$ cat config.mk
export PLATFORM = sky130hd
export DESIGN_NAME = packed_record_deframer_top
export DESIGN_NICKNAME = d
export VERILOG_FILES = /design/src/rtl/pkd_pkg.sv /design/src/rtl/pkd_front.sv /design/src/rtl/pkd_queue.sv /design/src/rtl/pkd_back.sv /design/src/rtl/packed_record_deframer_top.sv
export SDC_FILE = /design/constraint.sdc
export NUM_CORES = 1
export LEC_CHECK = 0
export ABC_AREA = 1
export ABC_CLOCK_PERIOD_IN_PS = 3900
export BUFFER_PORTS_ARGS = -buffer_cell sky130_fd_sc_hd__buf_2
export CAP_MARGIN = 20
export CORE_ASPECT_RATIO = 0.7
export CORE_MARGIN = 2
export CORE_UTILIZATION = 61
export DETAILED_ROUTE_END_ITERATION = 16
export GPL_ROUTABILITY_DRIVEN = 0
export HOLD_SLACK_MARGIN = 0.1
export PLACE_DENSITY = 0.76
export SETUP_SLACK_MARGIN = 0.05
export SYNTH_ARGS = -nofsm -noshare
export SYNTH_HDL_FRONTEND = slang
export SYNTH_HIERARCHICAL = 1
export SYNTH_SLANG_ARGS = --single-unit
$ cat constraint.sdc
create_clock -name clk_i -period 3.9 [get_ports clk_i]
set_clock_uncertainty 0.1 [all_clocks]
set_input_delay 1.17 -clock clk_i [delete_from_list [all_inputs] [get_ports clk_i]]
set_output_delay 1.17 -clock clk_i [all_outputs]
set_load 0.02 [all_outputs]
$ cat src/rtl/pkd_pkg.sv
// Package with the types and field widths shared by the deframer modules.
`default_nettype none

package pkd_pkg;

  localparam int unsigned WordW = 16;
  localparam int unsigned LenW  = 8;

  // One payload word on its way from the parser to the output side.
  typedef struct packed {
    logic [WordW-1:0] word;
    logic [WordW-1:0] address;
    logic [LenW-1:0]  length;
    logic [LenW-1:0]  position;
    logic             end_of_slice;
  } pkd_item_t;

  // Write side of the item queue.
  typedef struct packed {
    logic      valid;
    pkd_item_t item;
  } pkd_wr_t;

  // Fill status of the item queue.
  typedef struct packed {
    logic full;
    logic empty;
  } pkd_qstat_t;

endpackage

`default_nettype wire

$ cat src/rtl/pkd_front.sv
// Front part: accepts microslice words, tracks the record structure, forwards payload words.
`default_nettype none

module pkd_front import pkd_pkg::*; #(
  parameter int unsigned DESCRIPTOR_WORDS = 8,
  parameter int unsigned ALIGN_WORDS      = 4
) (
  input  wire logic             clk_i,
  input  wire logic             rst_ni,
  input  wire logic             push,
  input  wire logic             full,
  input  wire logic [WordW-1:0] word_i,
  input  wire logic             end_of_slice_i,
  output pkd_wr_t               wr_o
);

  localparam int unsigned AlignW = (ALIGN_WORDS > 1) ? $clog2(ALIGN_WORDS) : 1;
  localparam logic [AlignW-1:0] AlignLast = AlignW'(ALIGN_WORDS - 1);
  localparam logic [LenW-1:0]   DescCount = LenW'(DESCRIPTOR_WORDS);

  localparam logic [2:0] PhDesc    = 3'd0;
  localparam logic [2:0] PhHeader  = 3'd1;
  localparam logic [2:0] PhAddress = 3'd2;
  localparam logic [2:0] PhPayload = 3'd3;
  localparam logic [2:0] PhPad     = 3'd4;

  localparam logic [2:0] PhStart = (DESCRIPTOR_WORDS == 0) ? PhHeader : PhDesc;

  logic [2:0]        phase_q, phase_d;
  logic [LenW-1:0]   counter_q, counter_d;
  logic [WordW-1:0]  addr_q, addr_d;
  logic [LenW-1:0]   len_q, len_d;
  logic [AlignW-1:0] align_q, align_d;

  logic            accept;
  logic [LenW-1:0] count_next;
  logic [LenW-1:0] desc_base;
  logic            last_word;

  // Step the alignment position, wrapping at the alignment size.
  function automatic logic [AlignW-1:0] align_next(input logic [AlignW-1:0] p);
    logic [AlignW-1:0] r;
    if (p == AlignLast) begin
      r = '0;
    end else begin
      r = p + AlignW'(1);
    end
    return r;
  endfunction

  assign accept     = push && !full;
  assign count_next = counter_q + LenW'(1);
  assign last_word  = (count_next == len_q);
  assign desc_base  = (phase_q == PhDesc) ? counter_q : '0;

  // Parser state update for each accepted word.
  always_comb begin
    phase_d   = phase_q;
    counter_d = counter_q;
    addr_d    = addr_q;
    len_d     = len_q;
    align_d   = align_q;
    if (accept) begin
      unique case (phase_q)
        PhHeader: begin
          len_d   = word_i[LenW-1:0];
          align_d = align_next('0);
          phase_d = PhAddress;
        end
        PhAddress: begin
          align_d = align_next(align_q);
          if (len_q != '0) begin
            addr_d    = word_i;
            counter_d = '0;
            phase_d   = PhPayload;
          end else begin
            phase_d = (align_next(align_q) == '0) ? PhHeader : PhPad;
          end
        end
        PhPayload: begin
          align_d   = align_next(align_q);
          counter_d = count_next;
          if (last_word) begin
            phase_d = (align_next(align_q) == '0) ? PhHeader : PhPad;
          end
        end
        PhPad: begin
          align_d = align_next(align_q);
          if (align_next(align_q) == '0) begin
            phase_d = PhHeader;
          end
        end
        default: begin
          // Descriptor skip; unused codes restart the count from zero.
          counter_d = desc_base + LenW'(1);
          phase_d   = PhDesc;
          if ((desc_base + LenW'(1)) >= DescCount) begin
            counter_d = '0;
            align_d   = '0;
            phase_d   = PhHeader;
          end
        end
      endcase
      // The end of a slice on an accepted word returns the parser to its start phase.
      if (end_of_slice_i) begin
        counter_d = '0;
        align_d   = '0;
        phase_d   = PhStart;
      end
    end
  end

  always_ff @(posedge clk_i or negedge rst_ni) begin
    if (!rst_ni) begin
      phase_q   <= PhStart;
      counter_q <= '0;
      addr_q    <= '0;
      len_q     <= '0;
      align_q   <= '0;
    end else begin
      phase_q   <= phase_d;
      counter_q <= counter_d;
      addr_q    <= addr_d;
      len_q     <= len_d;
      align_q   <= align_d;
    end
  end

  // Payload words go to the queue together with their record context.
  always_comb begin
    wr_o.valid             = accept && (phase_q == PhPayload);
    wr_o.item.word         = word_i;
    wr_o.item.address      = addr_q;
    wr_o.item.length       = len_q;
    wr_o.item.position     = counter_q;
    wr_o.item.end_of_slice = end_of_slice_i;
  end

endmodule

`default_nettype wire

$ cat src/rtl/pkd_queue.sv
// Short queue that decouples the parser from the result side.
`default_nettype none

module pkd_queue import pkd_pkg::*; #(
  parameter int unsigned DEPTH = 4
) (
  input  wire logic    clk_i,
  input  wire logic    rst_ni,
  input  wire pkd_wr_t wr_i,
  input  wire logic    pop,
  output pkd_item_t    head_o,
  output pkd_qstat_t   stat_o
);

  localparam int unsigned PtrW = (DEPTH > 1) ? $clog2(DEPTH) : 1;
  localparam int unsigned CntW = $clog2(DEPTH + 1);
  localparam logic [PtrW-1:0] PtrLast = PtrW'(DEPTH - 1);
  localparam logic [CntW-1:0] CntFull = CntW'(DEPTH);

  pkd_item_t       mem_q [DEPTH];
  logic [PtrW-1:0] wr_ptr_q, rd_ptr_q;
  logic [CntW-1:0] count_q;
  logic            do_pop;

  assign stat_o = '{full: (count_q == CntFull), empty: (count_q == '0)};
  assign do_pop = pop && !stat_o.empty;
  assign head_o = mem_q[rd_ptr_q];

  // Entry storage; the front only writes while the queue has room.
  always_ff @(posedge clk_i) begin
    if (wr_i.valid) begin
      mem_q[wr_ptr_q] <= wr_i.item;
    end
  end

  // Pointers and fill count.
  always_ff @(posedge clk_i or negedge rst_ni) begin
    if (!rst_ni) begin
      wr_ptr_q <= '0;
      rd_ptr_q <= '0;
      count_q  <= '0;
    end else begin
      if (wr_i.valid) begin
        wr_ptr_q <= (wr_ptr_q == PtrLast) ? '0 : wr_ptr_q + PtrW'(1);
      end
      if (do_pop) begin
        rd_ptr_q <= (rd_ptr_q == PtrLast) ? '0 : rd_ptr_q + PtrW'(1);
      end
      if (wr_i.valid && !do_pop) begin
        count_q <= count_q + CntW'(1);
      end else if (!wr_i.valid && do_pop) begin
        count_q <= count_q - CntW'(1);
      end
    end
  end

endmodule

`default_nettype wire

$ cat src/rtl/pkd_back.sv
// Back part: turns the oldest queued payload word into a result with its flags.
`default_nettype none

module pkd_back import pkd_pkg::*; (
  input  wire pkd_item_t         head_i,
  output logic [WordW-1:0]       payload_word_o,
  output logic [WordW-1:0]       record_address_o,
  output logic [LenW-1:0]        record_length_o,
  output logic [LenW-1:0]        word_position_o,
  output logic                   last_of_record_o,
  output logic                   truncated_o
);

  logic last;

  // The final word of a record is the one whose position is one below the length.
  assign last = ((head_i.position + LenW'(1)) == head_i.length);

  assign payload_word_o   = head_i.word;
  assign record_address_o = head_i.address;
  assign record_length_o  = head_i.length;
  assign word_position_o  = head_i.position;
  assign last_of_record_o = last;
  assign truncated_o      = head_i.end_of_slice && !last;

endmodule

`default_nettype wire

$ cat src/rtl/packed_record_deframer_top.sv
// Top level of the packed record deframer: parser, item queue and result side.
//
//   channel  direction  handshake          payload
//   words    in         push / full        word_i, end_of_slice_i
//   results  out        pop / empty        payload_word_o .. truncated_o
//
// One word is accepted per cycle while full is low, whatever its word type.
// A payload word is registered in the queue and reaches the result ports once older words are popped.
// The queue of QUEUE_DEPTH entries sets how long the result side may stall before
// full rises; full depends only on the queue fill, not on pop in the same cycle.
// Reset empties the queue and puts the parser in PhStart: descriptor skip or header.
`default_nettype none

module packed_record_deframer_top import pkd_pkg::*; #(
  parameter int unsigned DESCRIPTOR_WORDS = 8,
  parameter int unsigned ALIGN_WORDS      = 4,
  parameter int unsigned QUEUE_DEPTH      = 4
) (
  input  wire logic             clk_i,
  input  wire logic             rst_ni,
  input  wire logic             push,
  output logic                  full,
  input  wire logic [WordW-1:0] word_i,
  input  wire logic             end_of_slice_i,
  output logic                  empty,
  input  wire logic             pop,
  output logic [WordW-1:0]      payload_word_o,
  output logic [WordW-1:0]      record_address_o,
  output logic [LenW-1:0]       record_length_o,
  output logic [LenW-1:0]       word_position_o,
  output logic                  last_of_record_o,
  output logic                  truncated_o
);

  pkd_wr_t    wr;
  pkd_item_t  head;
  pkd_qstat_t qstat;

  assign full  = qstat.full;
  assign empty = qstat.empty;

  // Record parser.
  pkd_front #(
    .DESCRIPTOR_WORDS(DESCRIPTOR_WORDS),
    .ALIGN_WORDS     (ALIGN_WORDS)
  ) u_front (
    .clk_i         (clk_i),
    .rst_ni        (rst_ni),
    .push          (push),
    .full          (qstat.full),
    .word_i        (word_i),
    .end_of_slice_i(end_of_slice_i),
    .wr_o          (wr)
  );

  // Queue between parser and result side.
  pkd_queue #(
    .DEPTH(QUEUE_DEPTH)
  ) u_queue (
    .clk_i (clk_i),
    .rst_ni(rst_ni),
    .wr_i  (wr),
    .pop   (pop),
    .head_o(head),
    .stat_o(qstat)
  );

  // Result formatting.
  pkd_back u_back (
    .head_i          (head),
    .payload_word_o  (payload_word_o),
    .record_address_o(record_address_o),
    .record_length_o (record_length_o),
    .word_position_o (word_position_o),
    .last_of_record_o(last_of_record_o),
    .truncated_o     (truncated_o)
  );

endmodule

`default_nettype wire

==> results_dict.tcl, run 1 <==
set metrics [dict create \
    status "finished clean" \
    synth.yosys.warnings 6 \
    num-fill-cells 1356 \
    root_buffer "clkbuf_16" \
    overflow 0 \
    grt_usage_pct 24.0 \
    finalNetCount 1098 \
    rows 42 \
    utilization_pct 66.6 \
    postRouteWirelength_um 23800 \
    criticalPathCategory "flip-flop to output port" \
    layout_common_cells "257 x nand2_1, 196 x edfxtp_1, 155 x inv_1" \
    synth_seq_area_share_pct 60.6 \
    cts-buffers-inserted 23 \
    async_flop_share_pct 18.3 \
    synth_ff_type "edfxtp_1" \
    ir_drop_v 0.000382 \
    layout_commonest_cell "nand2_1" \
    hold_violations 0 \
    synth.top_cell.area_share_pct 51.1 \
    power.density_mw_per_mm2 743 \
    syn_nets 1080 \
    start_util_pct 61.6 \
    endpoint_kind "output port" \
    worst_slew_pin_slew_ns 0.701 \
    multi_input_area_mm2 0.00316 \
    synthSimpleGateAreaFrac_pct 13.3 \
    hold_class "flip-flop to flip-flop" \
    fin_hold_ws_ns 0.374 \
    clock_latency_ns 0.50 \
    pre_cts_ws_ns 0.455 \
    rsz0062_at_grt "true" \
    grt_pass1_vias 6998 \
    cap_viol_max_count 0 \
    synth_top_family_by_area "simple AND/OR/NAND/NOR gates" \
    regArea_mm2 0.00699 \
    num_vias 7308 \
    critPathMaxFanout 15 \
    io_pins 73 \
    die_x_um 168 \
    die_h_um 119 \
    syn_avg_cell_area_um2 11.0 \
    antenna_left 0 \
    synth_top_cell_by_area "edfxtp_1" \
    grt_pass1_wl_um 37400 \
    relSlewSlack_pct 53.2 \
    clock.fmax_mhz 268 \
    drive_gt1_share_pct 20.9 \
    finalSetupViolations 0 \
    drtIter0Drc 936 \
    grt_max_degree 75 \
    vias_per_cell 5.52 \
    synth_mux_area_share_pct 0.912 \
    leakage_nw 5.32 \
    holdBufCountCts 0 \
    slew_violations 0 \
    cts_tree "done" \
    finalWorstSetupSlack_ns 0.171 \
    critPathLaunchType "flip-flop" \
    dp_hpwl_um 15200 \
    power_w 0.00926 \
    drtPass1Iterations 5 \
    antenna_found_initial 0 \
    syn_to_final_growth_pct 8.18 \
    antenna_cells 0 \
    netlist_area_mm2 0.0115 \
    crit_arrival_ns 2.46 \
    clkTransAtPathRegs_ns 0.06 \
    synth_edf_count 196 \
    drc 0 \
    synth_cells 1047 \
    clockBufferDepth 3 \
    cts.sinks 240 \
    core-area_mm2 0.0187 \
    ys_ff_latch 240 \
    synth_xor_area_share_pct 1.13 \
    numPortBuffers 72 \
    synth_compound_area_share_pct 10.3 \
    htree_levels 1 \
    dieArea_mm2 0.0200 \
    required_ns 2.63 \
    period_needed_ns 3.73 \
    synth-adder-area-share_pct 1.37 \
    synth.distinct_cells 39 \
    synth.area.top_cells "edfxtp_1 51%, dfrtp_1 9.6%, nand2_1 8.6%" \
    fin_crit_sh_pct 95.6 \
    wl_per_cell_um 18.0 \
]
-- report_power, final --
group	leakage [nW]	total (W)	internal (W)	switching (W)
Clock	0.366	0.00225	0.00135	0.000897
Combinational	2.60	0.00364	0.00125	0.00239
Sequential	2.35	0.00338	0.00308	0.000297
-- registers in the layout, summed over array words and instances (netlist names) --
register,flops
u_front/addr_q,16
u_front/align_q,2
u_front/counter_q,8
u_front/len_q,8
u_front/phase_q,3
u_queue/count_q,3
u_queue/mem_q,196
u_queue/rd_ptr_q,2
u_queue/wr_ptr_q,2
-- cell type report --
cell class / instances / area share, %
clock inverters: 13 / 1.33
multi-input cells: 538 / 25.3
flip-flops and latches: 240 / 56.1
clock buffers: 28 / 4.77
repair buffers: 95 / 4.97
well taps: 242 / 2.43
inverters: 167 / 5.09
-- path summary, 6_finish.rpt --
path | slack, ns | from | end | cells after the start
max | 0.17 | u_queue/rd_ptr_q[0]$_DFFE_PN0P_ | last_of_record_o | 11
max reg2reg | 1.30 | u_front/phase_q[2]$_DFFE_PN0P_ | u_queue/mem_q[2][47]$_DFFE_PP_ | 9
max in group asynchronous | 2.45 | rst_ni | u_front/len_q[6]$_DFFE_PN0P_ | 2
min reg2reg | 0.37 | u_queue/count_q[2]$_DFFE_PN0P_ | u_queue/count_q[2]$_DFFE_PN0P_ | 2
min in group asynchronous | 0.44 | rst_ni | u_front/phase_q[2]$_DFFE_PN0P_ | 1
min | 0.37 | u_queue/count_q[2]$_DFFE_PN0P_ | u_queue/count_q[2]$_DFFE_PN0P_ | 2
-- routing by layer --
metal  up-vias  share of wire (%)  track usage [%]
li1       3459                  -                -
met5         -                  0                0
met1      3549                 47             37.4
met4         0                1.1             4.15
met3        23                7.1             3.86
met2       277                 45             36.7
-- what timing repair did --
item | in CTS | in global routing
endpoints found under the setup margin | 17 | 14
pin swaps | 0 | 4
buffers inserted | 4 | 4
resized for setup | 4 | 14
-- Yosys cell counts (2+ instances only) --
cell type	n
o211ai_2	50
ha_1	11
nor2_4	4
nand4_1	8
o211ai_1	48
xnor2_1	8
buf_2	17
o21ai_2	2
nor3_1	3
inv_2	6
nor2_2	5
a21oi_1	4
dfrtp_1	44
buf_6	16
buf_4	67
o21ai_1	2
mux2_2	4
edfxtp_1	196
mux2_4	4
xor2_1	5
nand2_2	4
nand3_1	40
inv_1	159
nor2_1	35
o21ai_0	25
nand2_1	265
o22ai_1	3
-- kinds of logic (layout without fill, tap and decap cells) --
logic type      after synthesis  count (layout)
mux                           8               8
compound gates              136             136
flops                       240             240
fa+ha+maj                    12              12
buf+inv                     269             303
simple gates                368             368
xor+xnor                     14              14
-- worst max-delay path, cell delays in order, from the launching register on --
cell and delay (ns):
dfrtp_4 0.49, buf_12 0.16, buf_4 0.20, o211ai_2 0.18
nand2_1 0.16, xnor2_1 0.20, nand2_1 0.07, nand2_1 0.07
nand2_1 0.05, nor2_1 0.11, and2_1 0.13, buf_2 0.15
-- through the flow --
| step | instances | setup TNS, ns | cell area [µm²] |
|---|---|---|---|
| 2_1_floorplan | 1047 | 0 | 11500 |
| 6_report | 1323 | 0 | 12500 |
| 4_1_cts | 1319 | 0 | 12400 |
| 3_3_place_gp | 1274 | 0 | 11600 |
| 3_5_place_dp | 1274 | 0 | 11600 |
| 5_1_grt | 1323 | -0.00798 | 12500 |
Power figures use the tool's default switching activity.
==> inputs of run 2 (changes only) <==
--- a/config.mk
+++ b/config.mk
@@ -9,7 +9,7 @@
 export ABC_CLOCK_PERIOD_IN_PS = 3900
 export BUFFER_PORTS_ARGS = -buffer_cell sky130_fd_sc_hd__buf_2
 export CAP_MARGIN = 20
-export CORE_ASPECT_RATIO = 0.7
+export CORE_ASPECT_RATIO = 0.8
 export CORE_MARGIN = 2
 export CORE_UTILIZATION = 61
 export DETAILED_ROUTE_END_ITERATION = 16
==> run 2 against run 1 <==
Hold slack improved by 0.0062 ns. Sequential power barely moved. Total power rose by 2.9%. Flip-flop and latch count did not move. Sequential share of layout area fell by 0.94 points. Routed wire length fell by 0.63%. Largest cell class unchanged. Highest routed layer unchanged.
==> results_dict.tcl, run 2 (same netlist as run 1, synthesis figures left out) <==
set metrics [dict create \
    cts_tree "done" \
    required_ns 2.63 \
    dpl-instance-area_mm2 0.0116 \
    endpoint_kind "output port" \
    drtIter0Drc 738 \
    postRouteWirelength_um 23600 \
    syn_to_final_growth_pct 10.0 \
    power.density_mw_per_mm2 752 \
    crit_start "u_queue/rd_ptr_q[0]$_DFFE_PN0P_" \
    antenna_found_initial 1 \
    start_util_pct 62.8 \
    dp_hpwl_um 14900 \
    reg2reg_depth 9 \
    numPortBuffers 72 \
    regToRegSetupSlack_ns 1.36 \
    utilization_pct 69.1 \
    rows 44 \
    criticalPathCategory "flip-flop to output port" \
    r2r-start "u_front/phase_q[2]$_DFFE_PN0P_" \
    dieArea_mm2 0.0200 \
    grt_max_degree 96 \
    cts.sinks 240 \
    clock.fmax_mhz 264 \
    num_vias 7227 \
    cap_viol_max_count 0 \
    r2r-end "u_queue/mem_q[0][27]$_DFFE_PP_" \
    antenna_left 0 \
    power_w 0.00953 \
    clockBufferDepth 3 \
    drtPass1Iterations 5 \
    period_needed_ns 3.79 \
    critPathMaxFanout 6 \
    crit_arrival_ns 2.52 \
    relSlewSlack_pct 50.1 \
    root_buffer "clkbuf_16" \
    core-area_mm2 0.0183 \
    die_x_um 158 \
    largest_reg_flops 196 \
    regMostFlops "u_queue/mem_q" \
    die_h_um 127 \
    layout_common_cells "256 x nand2_1, 196 x edfxtp_1, 154 x inv_1" \
    ir_drop_v 0.000394 \
    grt_pass1_wl_um 36000 \
    grt_pass1_vias 6703 \
    hold_class "flip-flop to flip-flop" \
    grt_usage_pct 23.5 \
    worst_slew_pin_slew_ns 0.748 \
    finalNetCount 1108 \
    clkTransAtPathRegs_ns 0.06 \
    fin_area_mm2 0.0127 \
    leakage_nw 5.42 \
    drc 0 \
    min_to "u_queue/count_q[2]$_DFFE_PN0P_" \
    holdBufCountCts 0 \
    hold_depth 2 \
    status "finished clean" \
    vias_per_cell 5.37 \
    finalSetupViolations 0 \
    hold_violations 0 \
    drive_gt1_share_pct 22.9 \
    layout_commonest_cell "nand2_1" \
    wl_per_cell_um 17.6 \
    slew_violations 0 \
    overflow 0 \
    cts-buffers-inserted 24 \
    htree_levels 1 \
    fin_hold_ws_ns 0.381 \
    critPathLaunchType "flip-flop" \
    fin_crit_sh_pct 97.2 \
    clock_latency_ns 0.51 \
    io_pins 73 \
    antenna_cells 0 \
    top_regs "u_queue/mem_q x196, u_front/addr_q x16" \
    min_from "u_queue/count_q[2]$_DFFE_PN0P_" \
]
-- run 2: cell types whose count changed in the layout (fill, tap and decap cells not counted), sizes merged --
cell and change:
clkinvlp -1, clkinv -1, inv +1, clkbuf +3, buf +9
-- run 2: worst max-delay path by stage --
stage | end | slack (ns)
after floorplan | u_queue/mem_q[2][0]$_DFFE_PP_ | 0.56
after global placement | record_address_o[6] | 0.46
after detailed placement | last_of_record_o | 0.38
after CTS | last_of_record_o | 0.05
after global routing | last_of_record_o | -0.007
final | last_of_record_o | 0.11
-- run 2: layout make-up --
| type | count | area [µm²] |
|---|---|---|
| sequential | 240 | 6990 |
| fill | 1267 | 5660 |
| inverter | 167 | 632 |
| timing repair buffer | 104 | 679 |
| clock inverter | 12 | 183 |
| multi-input combinational | 538 | 3200 |
| clock buffer | 31 | 677 |
| tap | 253 | 317 |
-- run 2: power by group --
group          leakage (nW)  switching (W)  internal, W
registers              2.35       0.000287      0.00308
clock network         0.423       0.000943      0.00150
logic                  2.65        0.00240      0.00132
total                  5.42        0.00364      0.00590
-- run 2: timing repair --
action | 4_1_cts | 5_1_grt
pin swaps | 0 | 19
buffers inserted | 3 | 12
hold endpoints to repair | 0 | 0
cloned | 0 | 0
resized for setup | 3 | 33
setup endpoints to repair | 25 | 20
-- run 2: stage by stage --
| stage | setup TNS (ns) | worst slack, ns | std cells |
|---|---|---|---|
| 3_5_place_dp | 0 | 0.384 | 1288 |
| 5_1_grt | -0.00717 | -0.00717 | 1345 |
| 4_1_cts | 0 | 0.0500 | 1334 |
| 3_3_place_gp | 0 | 0.459 | 1288 |
| 2_1_floorplan | 0 | 0.560 | 1047 |
| 6_report | 0 | 0.110 | 1345 |
-- run 2: metal layers --
| layer | GRT usage, % | up-vias | wire (µm) |
|---|---|---|---|
| met4 | 4.65 | 0 | 297 |
| met2 | 37.1 | 242 | 11000 |
| met5 | 0 | - | 0 |
| met3 | 3.14 | 28 | 1490 |
| li1 | - | 3495 | - |
| met1 | 35.6 | 3462 | 10800 |
-- run 2: worst max-delay path, stage by stage (launching register included) --
cell      delay, ns
dfrtp_4        0.50
buf_6          0.15
o211ai_1       0.20
nand2_2        0.14
ha_4           0.27
nor2_1         0.10
nor2_1         0.06
nor2_1         0.10
nand3_1        0.11
nor2_2         0.12
and2_4         0.15
buf_6          0.10
==> inputs of run 3 (changes only) <==
--- a/config.mk
+++ b/config.mk
@@ -12,6 +12,7 @@
 export CORE_ASPECT_RATIO = 0.8
 export CORE_MARGIN = 2
 export CORE_UTILIZATION = 61
+export CTS_CLUSTER_DIAMETER = 60
 export DETAILED_ROUTE_END_ITERATION = 16
 export GPL_ROUTABILITY_DRIVEN = 0
 export HOLD_SLACK_MARGIN = 0.1
==> constraint.sdc (replaced) <==
create_clock -name clk_i -period 3.9 [get_ports clk_i]
set_clock_uncertainty 0.1 [all_clocks]
set_input_delay 0 -clock clk_i [delete_from_list [all_inputs] [get_ports clk_i]]
set_output_delay 0 -clock clk_i [all_outputs]
set_load 0.02 [all_outputs]
==> run 3 against run 2 <==
Setup slack improved by 0.54 ns. Sequential power rose by 5%. Register-to-register slack better by 0.02 ns. Largest cell class unchanged. Routed wire length is 5.2% lower. Die area unchanged. Hold slack worse by 0.22 ns. Core utilization is 1.0 points lower. Design area is 1.4% lower. Largest power group is now registers. Non-clock buffer count is the same.
==> results_dict.tcl, run 3 (same netlist as run 1, synthesis figures left out) <==
set metrics [dict create \
    drtPass1Iterations 5 \
    syn_to_final_growth_pct 8.43 \
    crit_arrival_ns 3.15 \
    numPortBuffers 72 \
    layout_common_cells "265 x nand2_1, 196 x edfxtp_1, 155 x inv_1" \
    clockBufferDepth 3 \
    cpMaxStageDelayCell "inv_4" \
    criticalPathCategory "flip-flop to output port" \
    rows 44 \
    reg2reg_depth 9 \
    dp_hpwl_um 14000 \
    power.density_mw_per_mm2 719 \
    wl_per_cell_um 16.7 \
    drc 0 \
    endpoint_kind "output port" \
    grt_max_degree 80 \
    r2r-start "u_front/phase_q[2]$_DFFE_PN0P_" \
    clkTransAtPathRegs_ns 0.06 \
    critPathLaunchType "flip-flop" \
    overflow 0 \
    finalSetupTns_ns 0 \
    finalSetupViolations 0 \
    antenna_left 0 \
    dpl-instance-area_mm2 0.0115 \
    pre_cts_ws_ns 1.17 \
    drtIter0Drc 671 \
    hold_depth 2 \
    antenna_cells 0 \
    required_ns 3.80 \
    cap_viol_max_count 0 \
    layout_commonest_cell "nand2_1" \
    fin_area_mm2 0.0125 \
    worst_slew_pin_slew_ns 0.897 \
    num_vias 7182 \
    regToRegSetupSlack_ns 1.38 \
    io_pins 73 \
    cts.sinks 240 \
    grt_pass1_wl_um 36000 \
    core-area_mm2 0.0183 \
    period_needed_ns 3.25 \
    leakage_nw 5.33 \
    status "finished clean" \
    multi_input_area_mm2 0.00311 \
    clock_latency_ns 0.51 \
    grt_usage_pct 23.3 \
    antenna_found_initial 0 \
    regArea_mm2 0.00699 \
    critical_path.top_delay_family "buffers and inverters" \
    die_h_um 127 \
    clock.fmax_mhz 308 \
    hold_violations 0 \
    crit_start "u_queue/rd_ptr_q[1]$_DFFE_PN0P_" \
    holdBufCountCts 21 \
    ir_drop_v 0.000403 \
    hold_class "input port to flip-flop" \
    cts_tree "done" \
    cp.depth 11 \
    r2r-end "u_queue/mem_q[2][45]$_DFFE_PP_" \
    die_x_um 158 \
    start_util_pct 62.8 \
    finalNetCount 1108 \
    num-fill-cells 1323 \
    finalWorstSetupSlack_ns 0.651 \
    root_buffer "clkbuf_16" \
    top_regs "u_queue/mem_q x196, u_front/addr_q x16" \
    relSlewSlack_pct 40.2 \
    htree_levels 1 \
    cts_resized 0 \
    cts-buffers-inserted 24 \
    crit_end "last_of_record_o" \
    utilization_pct 68.1 \
    vias_per_cell 5.34 \
    slowest_delay_ns 0.65 \
    rsz0062_at_grt "false" \
    fin_crit_sh_pct 83.3 \
    slew_violations 0 \
    critPathMaxFanout 49 \
    cts_setup_buffers 0 \
    path_cells "inv_4 -> o211ai_2 -> nand2_1 -> ha_1 -> nor2_1 -> nor2_1 -> nor2_1 -> nand3_1 -> nor2_1 -> and2_1 -> buf_2" \
    drive_gt1_share_pct 18.6 \
    fin_hold_ws_ns 0.158 \
    postRouteWirelength_um 22400 \
    dieArea_mm2 0.0200 \
    grt_pass1_vias 7066 \
    largest_reg_flops 196 \
    regMostFlops "u_queue/mem_q" \
    cpMostUsedCell "nor2_1" \
    critPathBufInv 2 \
]
## run 3: changes by cell type in the layout (fill, tap and decap cells not counted), moves of 3 or more
cell / delta
dlygate4sd3_1: +21
nor2_1: +3
buf_6: -7
buf_4: -13
clkbuf_8: -4
clkbuf_1: +4
nand2_2: -8
clkinv_1: +3
nand2_1: +9
## run 3: how the worst min path moves through the flow
stage / slack (ns) / end / start
after floorplan: -0.40 / u_front/addr_q[0]$_DFFE_PN0P_ / rst_ni
after global placement: 0.04 / u_front/align_q[0]$_DFFE_PN0P_ / rst_ni
after detailed placement: 0.04 / u_front/align_q[0]$_DFFE_PN0P_ / rst_ni
after CTS: 0.15 / u_queue/mem_q[3][34]$_DFFE_PP_ / word_i[1]
after global routing: 0.16 / u_queue/mem_q[1][35]$_DFFE_PP_ / word_i[2]
final: 0.16 / u_queue/mem_q[3][33]$_DFFE_PP_ / word_i[0]
## run 3: worst reg2reg max path, delay by kind of cell (launching register included)
kind                   cells  cell delay, ns
flip-flops                 1            0.47
AND/OR/NAND/NOR            4            0.50
buffers and inverters      5            1.11
## run 3: final cells by class
| class | instances | share of cell area, % |
|---|---|---|
| multi-input cells | 538 | 24.9 |
| well taps | 253 | 2.53 |
| inverters | 167 | 5.04 |
| clock inverters | 10 | 0.811 |
| repair buffers | 104 | 5.43 |
| flip-flops and latches | 240 | 56.0 |
| clock buffers | 32 | 5.30 |
## run 3: power breakdown
group / total [W] / internal (W) / switching (W)
clock network: 0.00223 / 0.00132 / 0.000912
logic: 0.00321 / 0.00111 / 0.00211
registers: 0.00353 / 0.00308 / 0.000453
total: 0.00898 / 0.00551 / 0.00347
## run 3: metal layers
layer,wire length [µm],GRT usage (%),vias up
li1,-,-,3493
met1,10400,34.4,3422
met2,10200,36.6,229
met3,1390,3.28,38
met4,402,6.90,0
met5,0,0,-
## run 3: through the flow
stage,power [W],instances
3_3_place_gp,0.00669,1281
6_report,0.00898,1344
2_1_floorplan,0.00647,1047
5_1_grt,0.00951,1344
3_5_place_dp,0.00676,1281
4_1_cts,0.00902,1344
